## src/sv/wavpd_pkg.sv

```systemverilog
package wavpd_pkg;

    localparam logic [31:0] TAG_RIFF = 32'h4646_4952;
    localparam logic [31:0] TAG_WAVE = 32'h4556_4157;
    localparam logic [31:0] TAG_FMT  = 32'h2074_6D66;
    localparam logic [31:0] TAG_DATA = 32'h6174_6164;
    localparam logic [32:0] MIN_LEN  = 33'd44;
    localparam logic [31:0] FMT_MIN  = 32'd16;

    localparam logic [2:0] ST_OK      = 3'd0;
    localparam logic [2:0] ST_RIFF    = 3'd1;
    localparam logic [2:0] ST_PCM     = 3'd2;
    localparam logic [2:0] ST_MISSING = 3'd3;
    localparam logic [2:0] ST_BITS    = 3'd4;
    localparam logic [2:0] ST_ZERO    = 3'd5;
    localparam logic [2:0] ST_MONO    = 3'd6;
    localparam logic [2:0] ST_LAYOUT  = 3'd7;

    localparam logic CFG_LENGTH = 1'b0;
    localparam logic CFG_MONO   = 1'b1;

    localparam int QW = 41;

    typedef enum logic [2:0] {
        PH_RIFF,
        PH_HEAD,
        PH_BODY,
        PH_PAD,
        PH_STOP
    } phase_t;

    typedef enum logic [2:0] {
        SQ_IDLE,
        SQ_DIV,
        SQ_SAMPLE,
        SQ_STATUS
    } seq_t;

    typedef struct packed {
        logic start;
        logic neg;
        logic [QW-1:0] num;
        logic [16:0] den;
    } div_req_t;

    typedef struct packed {
        logic busy;
        logic done;
        logic [QW-1:0] quot;
    } div_rsp_t;

endpackage

```

## src/sv/wav_pcm16_parse_downmix_unit.sv

```systemverilog
// Byte-serial RIFF/WAVE 16-bit PCM parser with channel-mean downmix. One byte is
// taken per request; after a byte that causes no result the block is ready again
// on the next cycle, as it is once any result has been taken. A byte that
// completes a data frame starts a restoring divider that produces one quotient
// bit per cycle, and no further byte is taken until the sample of that frame has
// been taken, and the final status too when that byte is also the last
// one of the buffer. Writing buffer_length clears all parse state; writes are taken
// only while the block is idle. Sample results arrive before the final status,
// so discard them when the status is nonzero.
module wav_pcm16_parse_downmix_unit
(
    input  logic               clk,
    input  logic               rst_n,
    input  logic               cfg_valid,
    output logic               cfg_ready,
    input  logic [0:0]         cfg_index,
    input  logic [31:0]        cfg_data,
    input  logic               in_valid,
    output logic               in_ready,
    input  logic [7:0]         wav_byte,
    output logic               out_valid,
    input  logic               out_ready,
    output logic               kind,
    output logic signed [23:0] sample,
    output logic [2:0]         status,
    output logic [31:0]        fmt_rate,
    output logic [15:0]        channel_count,
    output logic [30:0]        frame_count,
    output logic               last
);

    wavpd_pkg::seq_t seq_reg, seq_next;
    wavpd_pkg::phase_t phase_reg, phase_next;
    logic [31:0] len_reg, len_next;
    logic mono_reg, mono_next;
    logic [31:0] pos_reg, pos_next;
    logic [31:0] tag_reg, tag_next;
    logic [31:0] clen_reg, clen_next;
    logic [31:0] off_reg, off_next;
    logic [15:0] fmt_reg, fmt_next;
    logic [15:0] ch_reg, ch_next;
    logic [31:0] rate_reg, rate_next;
    logic [15:0] bits_reg, bits_next;
    logic [3:0] flags_reg, flags_next;
    logic [2:0] err_reg, err_next;
    logic [7:0] low_reg, low_next;
    logic [15:0] cidx_reg, cidx_next;
    logic [31:0] sum_reg, sum_next;
    logic [30:0] frames_reg, frames_next;
    logic pend_reg, pend_next;
    logic neg_reg, neg_next;
    logic [23:0] smp_reg, smp_next;

    wavpd_pkg::div_req_t dreq;
    wavpd_pkg::div_rsp_t drsp;

    wavpd_divider u_div
    (
        .clk   (clk),
        .rst_n (rst_n),
        .req   (dreq),
        .rsp   (drsp)
    );

    logic [2:0] fstat;
    logic usable;
    logic [31:0] new_tag, new_len, new_sum, mag;
    logic [15:0] cidx_inc;
    logic [31:0] off_inc;
    logic [40:0] qneg;
    logic [32:0] p33;

    always_comb
    begin
        fstat = wavpd_pkg::ST_OK;
        if (err_reg != wavpd_pkg::ST_OK)
            fstat = err_reg;
        else if (!flags_reg[0] || !flags_reg[1])
            fstat = wavpd_pkg::ST_MISSING;
        else if (bits_reg != 16'd16)
            fstat = wavpd_pkg::ST_BITS;
        else if (ch_reg == 16'd0)
            fstat = wavpd_pkg::ST_ZERO;
        else if (mono_reg && ch_reg != 16'd1)
            fstat = wavpd_pkg::ST_MONO;
    end

    always_comb
    begin
        seq_next = seq_reg;
        phase_next = phase_reg;
        len_next = len_reg;
        mono_next = mono_reg;
        pos_next = pos_reg;
        tag_next = tag_reg;
        clen_next = clen_reg;
        off_next = off_reg;
        fmt_next = fmt_reg;
        ch_next = ch_reg;
        rate_next = rate_reg;
        bits_next = bits_reg;
        flags_next = flags_reg;
        err_next = err_reg;
        low_next = low_reg;
        cidx_next = cidx_reg;
        sum_next = sum_reg;
        frames_next = frames_reg;
        pend_next = pend_reg;
        neg_next = neg_reg;
        smp_next = smp_reg;
        dreq = '0;
        usable = (bits_reg == 16'd16) && (ch_reg != 16'd0) && !(mono_reg && ch_reg != 16'd1);
        new_tag = {wav_byte, tag_reg[31:8]};
        new_len = {wav_byte, clen_reg[31:8]};
        new_sum = sum_reg + 32'(signed'({wav_byte, low_reg}));
        mag = new_sum[31] ? (32'd0 - new_sum) : new_sum;
        cidx_inc = cidx_reg + 16'd1;
        off_inc = off_reg + 32'd1;
        qneg = 41'd0 - drsp.quot;
        p33 = {1'b0, pos_reg};
        cfg_ready = (seq_reg == wavpd_pkg::SQ_IDLE);
        in_ready = (seq_reg == wavpd_pkg::SQ_IDLE) && !cfg_valid;
        out_valid = (seq_reg == wavpd_pkg::SQ_SAMPLE) || (seq_reg == wavpd_pkg::SQ_STATUS);
        kind = (seq_reg == wavpd_pkg::SQ_STATUS);
        last = kind;
        sample = kind ? 24'sd0 : smp_reg;
        status = kind ? fstat : wavpd_pkg::ST_OK;
        fmt_rate = (kind && fstat == wavpd_pkg::ST_OK) ? rate_reg : 32'd0;
        channel_count = (kind && fstat == wavpd_pkg::ST_OK) ? ch_reg : 16'd0;
        frame_count = (kind && fstat == wavpd_pkg::ST_OK) ? frames_reg : 31'd0;

        case (seq_reg)
            wavpd_pkg::SQ_IDLE:
            begin
                if (cfg_valid)
                begin
                    if (cfg_index == wavpd_pkg::CFG_LENGTH)
                    begin
                        len_next = cfg_data;
                        pos_next = '0;
                        phase_next = wavpd_pkg::PH_RIFF;
                        tag_next = '0;
                        clen_next = '0;
                        off_next = '0;
                        fmt_next = '0;
                        ch_next = '0;
                        rate_next = '0;
                        bits_next = '0;
                        flags_next = '0;
                        err_next = '0;
                        low_next = '0;
                        cidx_next = '0;
                        sum_next = '0;
                        frames_next = '0;
                    end
                    else
                    begin
                        mono_next = cfg_data[0];
                    end
                end
                else if (in_valid && pos_reg < len_reg)
                begin
                    pend_next = (pos_reg + 32'd1 == len_reg);
                    pos_next = pos_reg + 32'd1;
                    if (pend_next)
                        seq_next = wavpd_pkg::SQ_STATUS;
                    if (err_reg == wavpd_pkg::ST_OK)
                    begin
                        case (phase_reg)
                            wavpd_pkg::PH_RIFF:
                            begin
                                if (pos_reg == 32'd0 && {1'b0, len_reg} < wavpd_pkg::MIN_LEN)
                                    err_next = wavpd_pkg::ST_RIFF;
                                else
                                begin
                                    tag_next = new_tag;
                                    if ((pos_reg == 32'd3 && new_tag != wavpd_pkg::TAG_RIFF)
                                        || (pos_reg == 32'd11 && new_tag != wavpd_pkg::TAG_WAVE))
                                        err_next = wavpd_pkg::ST_RIFF;
                                    else if (pos_reg == 32'd11)
                                    begin
                                        phase_next = wavpd_pkg::PH_HEAD;
                                        off_next = '0;
                                    end
                                end
                            end
                            wavpd_pkg::PH_HEAD:
                            begin
                                if (off_reg == 32'd0 && p33 + 33'd8 > {1'b0, len_reg})
                                    phase_next = wavpd_pkg::PH_STOP;
                                else
                                begin
                                    if (off_reg < 32'd4)
                                        tag_next = new_tag;
                                    else
                                        clen_next = new_len;
                                    off_next = off_inc;
                                    if (off_inc == 32'd8)
                                    begin
                                        off_next = '0;
                                        if (p33 + 33'd1 + {1'b0, new_len} > {1'b0, len_reg})
                                            phase_next = wavpd_pkg::PH_STOP;
                                        else
                                        begin
                                            flags_next[3:2] = 2'b00;
                                            phase_next = (new_len == 32'd0) ?
                                                wavpd_pkg::PH_HEAD : wavpd_pkg::PH_BODY;
                                            if (tag_reg == wavpd_pkg::TAG_DATA)
                                            begin
                                                if (!flags_reg[0] || flags_reg[1])
                                                begin
                                                    err_next = wavpd_pkg::ST_LAYOUT;
                                                    phase_next = phase_reg;
                                                    off_next = off_inc;
                                                end
                                                else
                                                begin
                                                    flags_next[1] = 1'b1;
                                                    flags_next[3] = 1'b1;
                                                    sum_next = '0;
                                                    cidx_next = '0;
                                                end
                                            end
                                            else if (tag_reg == wavpd_pkg::TAG_FMT
                                                     && new_len >= wavpd_pkg::FMT_MIN)
                                            begin
                                                if (flags_reg[1])
                                                begin
                                                    err_next = wavpd_pkg::ST_LAYOUT;
                                                    phase_next = phase_reg;
                                                    off_next = off_inc;
                                                end
                                                else
                                                    flags_next[2] = 1'b1;
                                            end
                                        end
                                    end
                                end
                            end
                            wavpd_pkg::PH_BODY:
                            begin
                                off_next = off_inc;
                                if (off_inc == clen_reg)
                                begin
                                    flags_next[3:2] = 2'b00;
                                    off_next = '0;
                                    phase_next = clen_reg[0] ?
                                        wavpd_pkg::PH_PAD : wavpd_pkg::PH_HEAD;
                                end
                                if (flags_reg[2])
                                begin
                                    case (off_reg)
                                        32'd0: fmt_next = {8'd0, wav_byte};
                                        32'd1: fmt_next = {wav_byte, fmt_reg[7:0]};
                                        32'd2: ch_next = {8'd0, wav_byte};
                                        32'd3: ch_next = {wav_byte, ch_reg[7:0]};
                                        32'd4: rate_next = {24'd0, wav_byte};
                                        32'd5: rate_next[15:8] = wav_byte;
                                        32'd6: rate_next[23:16] = wav_byte;
                                        32'd7: rate_next[31:24] = wav_byte;
                                        32'd14: bits_next = {8'd0, wav_byte};
                                        32'd15:
                                        begin
                                            bits_next = {wav_byte, bits_reg[7:0]};
                                            if (fmt_reg != 16'd1)
                                            begin
                                                err_next = wavpd_pkg::ST_PCM;
                                                off_next = off_reg;
                                                flags_next = flags_reg;
                                                phase_next = phase_reg;
                                            end
                                            else
                                                flags_next[0] = 1'b1;
                                        end
                                        default: ;
                                    endcase
                                end
                                else if (flags_reg[3] && usable)
                                begin
                                    if (!off_reg[0])
                                        low_next = wav_byte;
                                    else
                                    begin
                                        sum_next = new_sum;
                                        cidx_next = cidx_inc;
                                        if (cidx_inc >= ch_reg)
                                        begin
                                            sum_next = '0;
                                            cidx_next = '0;
                                            frames_next = frames_reg + 31'd1;
                                            neg_next = new_sum[31];
                                            dreq.start = 1'b1;
                                            dreq.num = {mag, 9'd0} + {25'd0, ch_reg};
                                            dreq.den = {ch_reg, 1'b0};
                                            seq_next = wavpd_pkg::SQ_DIV;
                                        end
                                    end
                                end
                            end
                            wavpd_pkg::PH_PAD:
                            begin
                                phase_next = wavpd_pkg::PH_HEAD;
                                off_next = '0;
                            end
                            default: ;
                        endcase
                    end
                end
            end
            wavpd_pkg::SQ_DIV:
            begin
                if (drsp.done)
                begin
                    smp_next = neg_reg ? qneg[23:0] : drsp.quot[23:0];
                    seq_next = wavpd_pkg::SQ_SAMPLE;
                end
            end
            wavpd_pkg::SQ_SAMPLE:
            begin
                if (out_ready)
                    seq_next = pend_reg ? wavpd_pkg::SQ_STATUS : wavpd_pkg::SQ_IDLE;
            end
            wavpd_pkg::SQ_STATUS:
            begin
                if (out_ready)
                    seq_next = wavpd_pkg::SQ_IDLE;
            end
            default: seq_next = wavpd_pkg::SQ_IDLE;
        endcase
    end

    always_ff @(posedge clk or negedge rst_n)
    begin
        if (!rst_n)
        begin
            seq_reg <= wavpd_pkg::SQ_IDLE;
            phase_reg <= wavpd_pkg::PH_RIFF;
            len_reg <= '0;
            mono_reg <= 1'b0;
            pos_reg <= '0;
            tag_reg <= '0;
            clen_reg <= '0;
            off_reg <= '0;
            fmt_reg <= '0;
            ch_reg <= '0;
            rate_reg <= '0;
            bits_reg <= '0;
            flags_reg <= '0;
            err_reg <= '0;
            low_reg <= '0;
            cidx_reg <= '0;
            sum_reg <= '0;
            frames_reg <= '0;
            pend_reg <= 1'b0;
            neg_reg <= 1'b0;
        end
        else
        begin
            seq_reg <= seq_next;
            phase_reg <= phase_next;
            len_reg <= len_next;
            mono_reg <= mono_next;
            pos_reg <= pos_next;
            tag_reg <= tag_next;
            clen_reg <= clen_next;
            off_reg <= off_next;
            fmt_reg <= fmt_next;
            ch_reg <= ch_next;
            rate_reg <= rate_next;
            bits_reg <= bits_next;
            flags_reg <= flags_next;
            err_reg <= err_next;
            low_reg <= low_next;
            cidx_reg <= cidx_next;
            sum_reg <= sum_next;
            frames_reg <= frames_next;
            pend_reg <= pend_next;
            neg_reg <= neg_next;
        end
    end

    always_ff @(posedge clk)
    begin
        smp_reg <= smp_next;
    end

endmodule

```

## src/sv/wavpd_divider.sv

```systemverilog
module wavpd_divider
(
    input  logic                clk,
    input  logic                rst_n,
    input  wavpd_pkg::div_req_t req,
    output wavpd_pkg::div_rsp_t rsp
);

    logic [wavpd_pkg::QW-1:0] quot_reg, quot_next;
    logic [17:0] rem_reg, rem_next;
    logic [16:0] den_reg, den_next;
    logic [5:0] cnt_reg, cnt_next;
    logic busy_reg, busy_next;
    logic done_reg, done_next;
    logic [17:0] trial;

    always_comb
    begin
        quot_next = quot_reg;
        rem_next = rem_reg;
        den_next = den_reg;
        cnt_next = cnt_reg;
        busy_next = busy_reg;
        done_next = 1'b0;
        trial = '0;
        if (req.start)
        begin
            quot_next = req.num;
            rem_next = '0;
            den_next = req.den;
            cnt_next = 6'(wavpd_pkg::QW);
            busy_next = 1'b1;
        end
        else if (busy_reg)
        begin
            trial = {rem_reg[16:0], quot_reg[wavpd_pkg::QW-1]};
            if (trial >= {1'b0, den_reg})
            begin
                rem_next = trial - {1'b0, den_reg};
                quot_next = {quot_reg[wavpd_pkg::QW-2:0], 1'b1};
            end
            else
            begin
                rem_next = trial;
                quot_next = {quot_reg[wavpd_pkg::QW-2:0], 1'b0};
            end
            cnt_next = cnt_reg - 6'd1;
            if (cnt_reg == 6'd1)
            begin
                busy_next = 1'b0;
                done_next = 1'b1;
            end
        end
    end

    always_ff @(posedge clk or negedge rst_n)
    begin
        if (!rst_n)
        begin
            cnt_reg <= '0;
            busy_reg <= 1'b0;
            done_reg <= 1'b0;
        end
        else
        begin
            cnt_reg <= cnt_next;
            busy_reg <= busy_next;
            done_reg <= done_next;
        end
    end

    always_ff @(posedge clk)
    begin
        quot_reg <= quot_next;
        rem_reg <= rem_next;
        den_reg <= den_next;
    end

    assign rsp.busy = busy_reg;
    assign rsp.done = done_reg;
    assign rsp.quot = quot_reg;

endmodule

```

## config.mk

```make
export PLATFORM = sky130hd
export DESIGN_NAME = wav_pcm16_parse_downmix_unit
export DESIGN_NICKNAME = d
export VERILOG_FILES = /design/src/sv/wavpd_pkg.sv /design/src/sv/wav_pcm16_parse_downmix_unit.sv /design/src/sv/wavpd_divider.sv
export SDC_FILE = /design/constraint.sdc
export NUM_CORES = 2
export LEC_CHECK = 0
export ABC_AREA = 1
export BUFFER_PORTS_ARGS = -buffer_cell sky130_fd_sc_hd__buf_4
export CAP_MARGIN = 10
export CELL_PAD_IN_SITES_DETAIL_PLACEMENT = 1
export CELL_PAD_IN_SITES_GLOBAL_PLACEMENT = 2
export CORE_ASPECT_RATIO = 1.1
export CORE_MARGIN = 2
export CORE_UTILIZATION = 37
export CTS_CLUSTER_DIAMETER = 150
export CTS_CLUSTER_SIZE = 24
export DETAILED_ROUTE_END_ITERATION = 16
export GPL_TIMING_DRIVEN = 0
export PLACE_DENSITY_LB_ADDON = 0.12
export SYNTH_ARGS = -nofsm -noshare
export SYNTH_HDL_FRONTEND = slang
export SYNTH_SLANG_ARGS = --single-unit
export TNS_END_PERCENT = 1
```

## constraint.sdc

```tcl
create_clock -name clk -period 13.71 [get_ports clk]
set_input_delay 0 -clock clk [delete_from_list [all_inputs] [get_ports clk]]
set_output_delay 0 -clock clk [all_outputs]
set_load 0.05 [all_outputs]
```

==> results.toml <==
[power_and_ir_drop]
ir_drop_v = 0.0000797
p_int_mw = 2.41
clockPowerShare_pct = 18.6
power.density_nw_per_um2 = 115
power.share.switching_pct = 45.3
p_sw_mw = 1.99
p_seq_share_pct = 39.2
p_leak_nw = 18.9
combPwrFrac_pct = 42.1

[critical_path]
path_class = "reg -> reg"
crit_path_start_kind = "flip-flop"
r2r_slack_ns = 7.69
cp.required_ns = 13.94
arrival_ns = 6.25
r2r_cells = 22
crit_fanout = 44
timing.rr.start = "cidx_reg[0]"
timing.rr.end = "u_div.quot_reg[38]"
end_kind = "flip-flop"

[logic_synthesis]
ys_seq_area_share_pct = 33.5
synthesis.nets = 5235
synth-edff-count = 81
ys_seq_elements = 449
async_reset_ff_share_pct = 78.2
yosys_warnings = 0
synth_ff_type = "dfrtp_1"
yosysTopAreaCellShare_pct = 25.5
synth_area_leaders = "dfrtp_1, nand2_1, inv_1"
netlist_instances = 4976
synth.avg_cell_area_um2 = 6.92
synth.largest_area_cell = "dfrtp_1"
syn_area_um2 = 34400
yosys.cell_types.count = 65

[global_routing]
gr-total-overflow = 0
antenna_found_initial = 2
grt_use_total_pct = 28.3
grt_pass1_vias = 34400
grt_pass1_wl_mm = 209
grt_max_degree = 101

[sta]
finalHoldViolCount = 0
post-route-period-util_pct = 43.9
slew_violations = 0
layout_setup_ws_ns = 7.69
rsz0062_at_grt = "false"
min_period_ns = 6.02
finalSetupViolCount = 0
finalClockSkew_ns = 0.0624
fmax_ghz = 0.166
worst_pin_slew_ns = 1.13
relSlewSlack_pct = 24.1
tns_ns = 0

[floorplan]
io_pins = 157
core_um2 = 92400
rows = 117
design.die.area_um2 = 95600
die_x_um = 295
die_h_um = 324
start_util_pct = 37.3

[clock_tree]
clkLatencyLatePin_ns = 0.65
post_cts_resized = 0
cts_setup_buffers = 0
clkSinkCount = 449
hold_buffers = 39
numCtsBuffers = 23
cts_buffer_depth = 3
cts.reportedPaths.clkPinSlew_ns = 0.10
htree_levels = 1
tritoncts = "done"
root_buffer = "clkbuf_16"

[worst_hold_path]
hp-class = "in -> reg"
whs_path_depth = 4
min_from = "cfg_index"
worst_hold_path.endpoint = "len_reg[0]"

[final_layout]
final_common_cell = "nand2_1"
postLayoutCellArea_um2 = 38400
fill_cells = 11900
fin_nets = 5460
drive_gt1_share_pct = 6.49
area_delta_synth_final_pct = 11.4
largest_register_ff_count = 41
layout_common_cells = "nand2_1, inv_1, nor2_1"

[flow_run]
maxCapViolCount = 0

[place]
port-buffer-count = 155
place_congestion = 0.956
post-place-ws_ns = 7.62
place_area_um2 = 37300
hpwl_mm = 111

[route]
drt_iter0_drc = 2359
num_vias = 34100
drt_pass1_iterations = 5
ant_nets = 0
via_per_inst = 5.27
wl_per_cell_um = 21.1
wl_mm = 136
drc = 0

[status]
status = "complete, no violations"
[stage by stage]
| step | std cells | total power [mW] | utilization (%) | hold WS [ns] |
|---|---|---|---|---|
| finish | 6460 | 4.40 | 41.5 | 0.0348 |
| global route | 6458 | 4.70 | 41.5 | 0.0728 |
| CTS | 6458 | 4.42 | 41.5 | 0.00301 |
| detailed placement | 6386 | 3.58 | 40.4 | 0.0338 |
| global placement | 6380 | 3.54 | 40.2 | 0.206 |
| floorplan | 4976 | 2.90 | - | -0.296 |
[power groups by stage]
stage	sequential, mW	clock [mW]	combinational, mW
3_5_place_dp	1.75	0	1.84
5_1_grt	1.75	0.877	2.08
4_1_cts	1.72	0.845	1.86
3_3_place_gp	1.75	0	1.79
6_report	1.73	0.820	1.85
2_1_floorplan	1.66	0	1.24
[how the worst max path moves through the flow]
| stage | to | slack [ns] | startpoint |
|---|---|---|---|
| after floorplan | u_div.quot_reg[0] | 8.90 | cidx_reg[0] |
| after global placement | u_div.quot_reg[35] | 7.22 | cidx_reg[0] |
| after detailed placement | u_div.quot_reg[34] | 7.62 | cidx_reg[0] |
| after CTS | u_div.quot_reg[18] | 7.60 | cidx_reg[0] |
| after global routing | u_div.rem_reg[1] | 7.08 | cidx_reg[0] |
| final | u_div.quot_reg[38] | 7.69 | cidx_reg[0] |
[Yosys cell counts, drive strengths merged, types with 6 or more instances]
| cell | n |
|---|---|
| a21boi | 6 |
| clkbuf | 70 |
| a21oi | 171 |
| inv | 723 |
| ha | 209 |
| nand4 | 180 |
| buf | 55 |
| o21a | 8 |
| nand3 | 325 |
| o31ai | 57 |
| xnor2 | 23 |
| nor3b | 9 |
| nor3 | 110 |
| a31oi | 13 |
| dfrtp | 351 |
| nand2 | 1318 |
| o21bai | 15 |
| edfxtp | 81 |
| o221ai | 6 |
| nor4 | 65 |
| nand3b | 20 |
| or2 | 13 |
| a21o | 11 |
| and2 | 6 |
| nor2 | 573 |
| xor2 | 198 |
| dfxtp | 17 |
| o21ai | 286 |
| o22ai | 20 |
| a211oi | 7 |
[kinds of logic (layout without fill, tap and decap cells)]
kind of cell             Yosys count  after routing  share of synthesized area, %
AO/OA/AOI/OAI                    614            614                          10.0
XOR/XNOR                         221            221                          5.66
adder cells (fa/ha/maj)          213            213                          7.82
buffers and inverters            851           1084                          9.55
flip-flops                       449            449                          33.5
other                              1              3                        0.0109
AND/OR/NAND/NOR                 2627           2627                          33.4
[critical path: stages (launching register included)]
cell,delay (ns)
dfrtp_1,0.46
nand3_1,0.17
nor3_1,0.27
nand2_1,0.09
nor2_1,0.22
nand3_1,0.14
nor2_1,0.20
nand3_1,0.11
xor2_1,0.33
inv_1,0.09
ha_1,0.32
nand4_1,0.14
nor3_1,0.25
nand3_1,0.11
nand3_1,0.20
inv_1,0.06
nor2_1,0.15
nand2_1,0.07
nor2_1,0.36
inv_1,0.14
nor2_4,0.63
nor2_1,0.34
inv_2,0.77
[area by class of cell]
cell class	instances	area, um^2	share of cell area (%)
inverters	726	2730	7.10
clock inverters	4	46.3	0.121
repair buffers	200	1700	4.43
flip-flops and latches	449	11600	30.1
well taps	1249	1560	4.07
plain buffers	125	563	1.47
diodes	2	5.00	0.0130
multi-input cells	3676	19600	51.1
clock buffers	29	598	1.56
[layer usage]
| metal | global-route usage (%) | routed length (um) |
|---|---|---|
| met4 | 7.94 | 4090 |
| met3 | 2.45 | 5550 |
| met1 | 39.3 | 64300 |
| met5 | 0 | 0 |
| met2 | 47.0 | 62500 |
No activity file was read; power rests on OpenSTA's default activity.
